<file path="config.mk">
export PLATFORM = sky130hd
export DESIGN_NAME = bounded_list_insert_delete_search
export DESIGN_NICKNAME = d
export VERILOG_FILES = /design/src/rtl/blist_pkg.sv /design/src/rtl/blist_ram.sv /design/src/rtl/bounded_list_insert_delete_search.sv
export SDC_FILE = /design/constraint.sdc
export NUM_CORES = 1
export LEC_CHECK = 0
export ABC_CLOCK_PERIOD_IN_PS = 4800
export BUFFER_PORTS_ARGS = -buffer_cell sky130_fd_sc_hd__clkbuf_2
export CORE_MARGIN = 8
export CORE_UTILIZATION = 45
export CTS_CLUSTER_SIZE = 20
export DETAILED_ROUTE_END_ITERATION = 12
export PLACE_DENSITY = 0.67
export SLEW_MARGIN = 10
export SYNTH_ARGS = -nofsm -noshare
export SYNTH_HDL_FRONTEND = slang
export SYNTH_SLANG_ARGS = --single-unit
export TNS_END_PERCENT = 100
</file>
<file path="constraint.sdc">
create_clock -name clk -period 4.8 [get_ports clk]
set_clock_uncertainty 0.1 [all_clocks]
set_input_delay 0.96 -clock clk [delete_from_list [all_inputs] [get_ports clk]]
set_output_delay 0.96 -clock clk [all_outputs]
set_load 0.01 [all_outputs]
</file>
<file path="src/rtl/blist_pkg.sv">
// ----------------------------------------------------------------------------
// blist_pkg
// Shared constants for the bounded list: default depth, data width,
// request mode codes and result status codes.
// ----------------------------------------------------------------------------
package blist_pkg;

    // default list capacity and stored value width
    localparam int BLIST_DEPTH = 16;
    localparam int DATA_W      = 32;

    // request modes
    localparam logic [2:0] MODE_APPEND    = 3'd0;
    localparam logic [2:0] MODE_DEL_HEAD  = 3'd1;
    localparam logic [2:0] MODE_DEL_VALUE = 3'd2;
    localparam logic [2:0] MODE_DEL_TAIL  = 3'd3;
    localparam logic [2:0] MODE_DUMP      = 3'd4;

    // result status codes
    localparam logic [2:0] ST_DONE     = 3'd0;
    localparam logic [2:0] ST_EMPTY    = 3'd1;
    localparam logic [2:0] ST_NOTFOUND = 3'd2;
    localparam logic [2:0] ST_FULL     = 3'd3;
    localparam logic [2:0] ST_DUMP     = 3'd4;

endpackage

</file>
<file path="src/rtl/blist_ram.sv">
// ----------------------------------------------------------------------------
// blist_ram
// Generic single-port-write, single-port-read RAM with a registered read.
// ----------------------------------------------------------------------------
module blist_ram #(
    parameter int WIDTH  = 32,
    parameter int DEPTH  = 16,
    parameter int ADDR_W = (DEPTH > 1) ? $clog2(DEPTH) : 1
) (
    input  logic              clk,
    input  logic              we,
    input  logic [ADDR_W-1:0] waddr,
    input  logic [WIDTH-1:0]  wdata,
    input  logic [ADDR_W-1:0] raddr,
    output logic [WIDTH-1:0]  rdata
);

    logic [WIDTH-1:0] mem [DEPTH];
    logic [WIDTH-1:0] rdata_reg;

    // write port and registered read port
    always_ff @(posedge clk)
    begin
        if (we)
        begin
            mem[waddr] <= wdata;
        end
        rdata_reg <= mem[raddr];
    end

    assign rdata = rdata_reg;

endmodule

</file>
<file path="src/rtl/bounded_list_insert_delete_search.sv">
// ----------------------------------------------------------------------------
// bounded_list_insert_delete_search
// Ordered list of up to DEPTH signed values, head in slot 0, held in one RAM.
// ----------------------------------------------------------------------------
// A request is taken when start is high and busy is low; each result shows
// for one cycle on strobe and must be taken then, the receiver cannot stall.
// Append writes the RAM when taken, its result follows the next cycle and a new request
// can be taken at once. Delete tail reads the last entry and finishes in the
// search state. Delete head and delete by value make a search walk up to the
// match, then a compaction walk that moves every later entry one slot toward
// the head. Dump streams the entries from the head, one result per cycle.
// Every walk reads one entry per cycle through the single RAM read port.
// Modes 5 to 7 are ignored.
// ----------------------------------------------------------------------------
module bounded_list_insert_delete_search
    import blist_pkg::*;
#(
    parameter int DEPTH = BLIST_DEPTH
) (
    input  logic                     clk,
    input  logic                     rst_n,
    input  logic                     start,
    input  logic [2:0]               mode,
    input  logic signed [DATA_W-1:0] value,
    output logic                     busy,
    output logic                     strobe,
    output logic [2:0]               status,
    output logic signed [DATA_W-1:0] value_res,
    output logic                     last
);

    localparam int AW = (DEPTH > 1) ? $clog2(DEPTH) : 1;
    localparam int CW = $clog2(DEPTH + 1);

    typedef enum logic [1:0] {
        S_IDLE,
        S_SEARCH,
        S_SHIFT,
        S_DUMP
    } state_t;

    state_t             state_reg, state_next;
    logic [CW-1:0]      count_reg, count_next;
    logic [CW-1:0]      idx_reg, idx_next;
    logic [2:0]         mode_reg, mode_next;
    logic [DATA_W-1:0]  key_reg, key_next;
    logic [DATA_W-1:0]  hold_reg, hold_next;
    logic               strobe_reg, strobe_next;
    logic [2:0]         status_reg, status_next;
    logic [DATA_W-1:0]  value_res_reg, value_res_next;
    logic               last_reg, last_next;

    logic               ram_we;
    logic [AW-1:0]      ram_waddr;
    logic [DATA_W-1:0]  ram_wdata;
    logic [AW-1:0]      ram_raddr;
    logic [DATA_W-1:0]  ram_rdata;

    logic [CW-1:0]      idx_p1;
    logic [CW-1:0]      idx_p2;
    logic [CW-1:0]      start_idx;
    logic               match;

    // entry storage
    blist_ram #(
        .WIDTH (DATA_W),
        .DEPTH (DEPTH),
        .ADDR_W(AW)
    ) u_ram (
        .clk  (clk),
        .we   (ram_we),
        .waddr(ram_waddr),
        .wdata(ram_wdata),
        .raddr(ram_raddr),
        .rdata(ram_rdata)
    );

    // walk index helpers and the shared compare
    assign idx_p1    = idx_reg + CW'(1);
    assign idx_p2    = idx_reg + CW'(2);
    assign start_idx = (mode == MODE_DEL_TAIL) ? (count_reg - CW'(1)) : '0;
    assign match     = (mode_reg != MODE_DEL_VALUE) || (ram_rdata == key_reg);

    // sequencer next-state logic
    always_comb
    begin
        state_next     = state_reg;
        count_next     = count_reg;
        idx_next       = idx_reg;
        mode_next      = mode_reg;
        key_next       = key_reg;
        hold_next      = hold_reg;
        strobe_next    = 1'b0;
        status_next    = ST_DONE;
        value_res_next = '0;
        last_next      = 1'b0;
        ram_we         = 1'b0;
        ram_waddr      = idx_reg[AW-1:0];
        ram_wdata      = ram_rdata;
        ram_raddr      = idx_p1[AW-1:0];

        case (state_reg)
            S_IDLE:
            begin
                ram_raddr = start_idx[AW-1:0];
                if (start)
                begin
                    case (mode)
                        MODE_APPEND:
                        begin
                            strobe_next = 1'b1;
                            last_next   = 1'b1;
                            if (count_reg == CW'(DEPTH))
                            begin
                                status_next = ST_FULL;
                            end
                            else
                            begin
                                ram_we      = 1'b1;
                                ram_waddr   = count_reg[AW-1:0];
                                ram_wdata   = value;
                                count_next  = count_reg + CW'(1);
                                status_next = ST_DONE;
                            end
                        end
                        MODE_DEL_HEAD, MODE_DEL_VALUE, MODE_DEL_TAIL:
                        begin
                            if (count_reg == '0)
                            begin
                                strobe_next = 1'b1;
                                last_next   = 1'b1;
                                status_next = ST_EMPTY;
                            end
                            else
                            begin
                                state_next = S_SEARCH;
                                mode_next  = mode;
                                key_next   = value;
                                idx_next   = start_idx;
                            end
                        end
                        MODE_DUMP:
                        begin
                            if (count_reg == '0)
                            begin
                                strobe_next = 1'b1;
                                last_next   = 1'b1;
                                status_next = ST_EMPTY;
                            end
                            else
                            begin
                                state_next = S_DUMP;
                                idx_next   = '0;
                            end
                        end
                        default:
                        begin
                        end
                    endcase
                end
            end

            // compare the entry at idx, step on or start compaction
            S_SEARCH:
            begin
                if (match)
                begin
                    hold_next = ram_rdata;
                    if (idx_p1 == count_reg)
                    begin
                        count_next     = count_reg - CW'(1);
                        strobe_next    = 1'b1;
                        last_next      = 1'b1;
                        status_next    = ST_DONE;
                        value_res_next = ram_rdata;
                        state_next     = S_IDLE;
                    end
                    else
                    begin
                        state_next = S_SHIFT;
                    end
                end
                else if (idx_p1 == count_reg)
                begin
                    strobe_next = 1'b1;
                    last_next   = 1'b1;
                    status_next = ST_NOTFOUND;
                    state_next  = S_IDLE;
                end
                else
                begin
                    idx_next = idx_p1;
                end
            end

            // move entry idx+1 into slot idx
            S_SHIFT:
            begin
                ram_raddr = idx_p2[AW-1:0];
                ram_we    = 1'b1;
                ram_waddr = idx_reg[AW-1:0];
                ram_wdata = ram_rdata;
                idx_next  = idx_p1;
                if (idx_p2 == count_reg)
                begin
                    count_next     = count_reg - CW'(1);
                    strobe_next    = 1'b1;
                    last_next      = 1'b1;
                    status_next    = ST_DONE;
                    value_res_next = hold_reg;
                    state_next     = S_IDLE;
                end
            end

            // stream one entry per cycle
            S_DUMP:
            begin
                strobe_next    = 1'b1;
                status_next    = ST_DUMP;
                value_res_next = ram_rdata;
                last_next      = (idx_p1 == count_reg);
                if (idx_p1 == count_reg)
                begin
                    state_next = S_IDLE;
                end
                else
                begin
                    idx_next = idx_p1;
                end
            end

            default:
            begin
                state_next = S_IDLE;
            end
        endcase
    end

    // state and registered outputs
    always_ff @(posedge clk or negedge rst_n)
    begin
        if (!rst_n)
        begin
            state_reg     <= S_IDLE;
            count_reg     <= '0;
            strobe_reg    <= 1'b0;
            idx_reg       <= '0;
            mode_reg      <= MODE_APPEND;
            key_reg       <= '0;
            hold_reg      <= '0;
            status_reg    <= ST_DONE;
            value_res_reg <= '0;
            last_reg      <= 1'b0;
        end
        else
        begin
            state_reg     <= state_next;
            count_reg     <= count_next;
            strobe_reg    <= strobe_next;
            idx_reg       <= idx_next;
            mode_reg      <= mode_next;
            key_reg       <= key_next;
            hold_reg      <= hold_next;
            status_reg    <= status_next;
            value_res_reg <= value_res_next;
            last_reg      <= last_next;
        end
    end

    assign busy      = (state_reg != S_IDLE);
    assign strobe    = strobe_reg;
    assign status    = status_reg;
    assign value_res = value_res_reg;
    assign last      = last_reg;

    // count never passes the capacity
    a_count_bound: assert property (@(posedge clk) disable iff (!rst_n)
        count_reg <= CW'(DEPTH))
        else $error("list count above capacity");

    // an accepted append reports in the next cycle
    a_append_result: assert property (@(posedge clk) disable iff (!rst_n)
        (start && !busy && mode == MODE_APPEND) |=> (strobe && last))
        else $error("append without a result");

    // the final result of a request leaves the block idle
    a_last_idle: assert property (@(posedge clk) disable iff (!rst_n)
        (strobe && last) |-> !busy)
        else $error("busy after final result");

    // only a dump produces non-final results, and only while busy
    a_nonlast_dump: assert property (@(posedge clk) disable iff (!rst_n)
        (strobe && !last) |-> (busy && status == ST_DUMP))
        else $error("non-final result outside a dump");

    // compaction only moves stored entries
    a_shift_range: assert property (@(posedge clk) disable iff (!rst_n)
        (state_reg == S_SHIFT) |-> (idx_p1 < count_reg))
        else $error("compaction beyond the tail");

endmodule

</file>
==> impl_metrics.ini <==
[power]
total_power_w = 0.0223
power_density_nw_per_um2 = 732
leakagePower_nw = 11.1
ir_drop_v = 0.000485

[floorplanning]
dieWidth_um = 260
design.core.area_um2 = 59000
die_area_um2 = 67700
floorplan.initialDensity = 0.455
design.portCount = 76
floorplan.rows = 89
die_y_um = 260

[yosys]
yosys_most_used_dff = sky130_fd_sc_hd__edfxtp_1
netlist_top_cells_area = sky130_fd_sc_hd__edfxtp_1, sky130_fd_sc_hd__dfrtp_1, sky130_fd_sc_hd__mux2i_1
compound_gate_portion_of_the_synthesized_area = 0.0477
synthMuxAreaShare = 0.152
postSynth.asyncResetShare = 0.176
synth_edf_count = 512
net_count_of_the_mapped_netlist = 1747
avgSynthCellArea_um2 = 15.8
combinational_family_with_the_most_area_after_synthesis = multiplexers
post_synthesis_simple_gate_area_fraction = 0.0534
synth_largest_type_area_fraction = 0.573
synth_top_area_cell = sky130_fd_sc_hd__edfxtp_1
syn_std_cell_area_um2 = 26900
synth_cell_types = 62
synth_fa_ha_area_frac = 0.00513
synth_seq_area_share = 0.705
ys_ff_latch = 660
number_of_synthesis_warnings = 0
syn_inst = 1698
synth_xor_area_frac = 0.0166

[sta]
timing.max_slew.rel_slack = 0.187
fmax_achieved_ghz = 0.251
finalWorstSetupSlack_ns = 0.820
timing_max_transition_violations_final = 0
grt_setup_unrepaired = false
tns_ns = 0
post-route-period-util = 0.829
finalSetupViolations = 0
slew_at_the_pin_with_the_worst_max_slew_slack_ns = 1.22
hold_viol_final = 0
finalCriticalPeriod_ns = 3.98

[final_layout]
layout_common_cells = sky130_fd_sc_hd__edfxtp_1, sky130_fd_sc_hd__mux2i_1, sky130_fd_sc_hd__nand2_1, sky130_fd_sc_hd__mux2_2, sky130_fd_sc_hd__dfrtp_1
largest_reg_flops = 512
final_cell_count_no_fill = 2610
post_route_cells_drive_above_1_share = 0.203
layout.nets = 1836
nFillCells = 4777
area_growth_syn_to_layout_pct = 13.3
num_antenna_cells = 0
most_common_cell_after_layout_fill_and_taps_aside = sky130_fd_sc_hd__edfxtp_1
regMostFlops = u_ram.mem

[detailed_routing]
avgViaCountPerCell = 5.71
drt_iter0_drc = 1115
drtPass1Iterations = 5
routedWlPerCell_um = 24.0
drc_errors = 0
routed_antenna_nets = 0
drt-total-wl_um = 62700
dr_total_vias = 14904

[global_route]
grt_use_met1 = 0.262
number_of_global_route_vias_before_repair = 15014
gr-total-overflow = 0
grt.total_usage = 0.183
grt_most_used_layer = met2
grt_pass1_wl_um = 94100
grt_util_met3 = 0.0289
pin_count_of_the_biggest_net_entering_global_routing = 94
grt.met2_usage = 0.286
initial_antenna_violation_count = 7

[worst_setup_path]
worst_setup_path_start_kind = flip-flop
path_class = reg -> reg
timing.critical_path.cells = inv_1, ha_1, nand3_1, and2_2, a31oi_1, nor2_4
cell_class_contributing_the_biggest_share_of_worst_path_delay = simple AND/OR/NAND/NOR gates
crit_required_ns = 4.89
worst-endpoint-arrival_ns = 4.07
reg2reg_depth = 6
critical_path.max_fanout = 32
timing.critical_path.buf_inv = 1
crit_path_top_delay_cell = sky130_fd_sc_hd__nor2_4
cp_slowest_stage_delay_ns = 1.05
worst-path-stages = 6
timing.critical_path.to_type = flip-flop

[placement]
place_hpwl_um = 39100
dp_cells = 2491
dp_worst_setup_slack_ns = 0.512
port-buffer-count = 75
final_estimated_routing_congestion_in_global_placement = 0.898

[clocking]
worst_setup_hold_path_clk_slew_ns = 0.06
postCtsResizedCells = 0
cts_hold_buffers = 0
tritoncts = done
clock_tree.root_cell = sky130_fd_sc_hd__clkbuf_16
post_cts_buffers = 0
cts.htree.levels = 3
worstSkewPairLatency_ns = 0.59
cts_num_sinks = 660
cts_made_buffers = 67
clk_path_buf_depth = 3

[run_status]
status = finished, final reports clean

[worst_hold_path]
min_delay_worst_type = in -> async

[run]
max_capacitance_violation_count = 0
## cell type report
type                    count  area [um^2]  area share
flip-flops and latches    660        18900       0.622
clock inverters            28          214     0.00704
multi-input cells         924         7560       0.248
well taps                 773          967      0.0318
inverters                  13         48.8     0.00160
clock buffers              91         1890      0.0622
repair buffers            121          815      0.0268
## worst reg2reg max path: cells and delay by family (launching register included)
kind                     cells  cell delay, ns
flip-flops                   1            0.56
AND/OR/NAND/NOR              3            1.87
AO/OA/AOI/OAI                1            0.52
adder cells (fa/ha/maj)      1            0.29
buffers and inverters        1            0.23
## logic make-up after synthesis
family,count (synthesis)
mux,391
buf+inv,114
flops,660
xor+xnor,51
compound gates,152
fa+ha+maj,11
simple gates,319
## worst paths after layout
check | start | to | slack (ns)
max in group asynchronous | rst_n | key_reg[16] | 3.36
min reg2reg | hold_reg[26] | value_res[26] | 0.39
max | count_reg[0] | u_ram.mem[6][8] | 0.82
max reg2reg | count_reg[0] | u_ram.mem[6][8] | 0.82
min | rst_n | idx_reg[0] | 0.31
min in group clk | hold_reg[26] | value_res[26] | 0.39
## routing by layer
layer  wire, um  vias up
li1           -     6643
met1      28300     7690
met2      29000      487
met3       4040       84
met4       1380        0
met5          0        -
## cells in the mapped netlist, types with 6 or more instances
| library cell | n |
|---|---|
| sky130_fd_sc_hd__mux2i_1 | 259 |
| sky130_fd_sc_hd__a31oi_1 | 8 |
| sky130_fd_sc_hd__mux2_2 | 125 |
| sky130_fd_sc_hd__a22o_1 | 33 |
| sky130_fd_sc_hd__buf_2 | 28 |
| sky130_fd_sc_hd__buf_1 | 7 |
| sky130_fd_sc_hd__nand4_1 | 9 |
| sky130_fd_sc_hd__buf_4 | 20 |
| sky130_fd_sc_hd__ha_1 | 11 |
| sky130_fd_sc_hd__dfxtp_1 | 32 |
| sky130_fd_sc_hd__xnor2_1 | 45 |
| sky130_fd_sc_hd__nor2_1 | 62 |
| sky130_fd_sc_hd__edfxtp_1 | 512 |
| sky130_fd_sc_hd__xor2_1 | 6 |
| sky130_fd_sc_hd__inv_1 | 12 |
| sky130_fd_sc_hd__nand2_1 | 140 |
| sky130_fd_sc_hd__mux2_1 | 7 |
| sky130_fd_sc_hd__a211o_1 | 32 |
| sky130_fd_sc_hd__a32oi_1 | 32 |
| sky130_fd_sc_hd__clkbuf_1 | 43 |
| sky130_fd_sc_hd__nand3_1 | 70 |
| sky130_fd_sc_hd__dfrtp_1 | 116 |
| sky130_fd_sc_hd__o21ai_0 | 6 |
| sky130_fd_sc_hd__a21oi_1 | 10 |
## where the power goes
part | switching, W | internal, W | total, W
Combinational | 0.00546 | 0.00328 | 0.00874
Sequential | 0.000690 | 0.00782 | 0.00851
Clock | 0.00210 | 0.00292 | 0.00502
Total | 0.00825 | 0.0140 | 0.0223
## metrics by stage
step | hold slack (ns) | utilization | instance area (um^2)
after floorplan | 0.360 | - | 26900
after global placement | 0.370 | 0.480 | 28300
after detailed placement | 0.375 | 0.480 | 28300
after CTS | 0.354 | 0.515 | 30400
after global routing | 0.385 | 0.515 | 30400
final | 0.310 | 0.515 | 30400
Power figures use the tool's default switching activity.
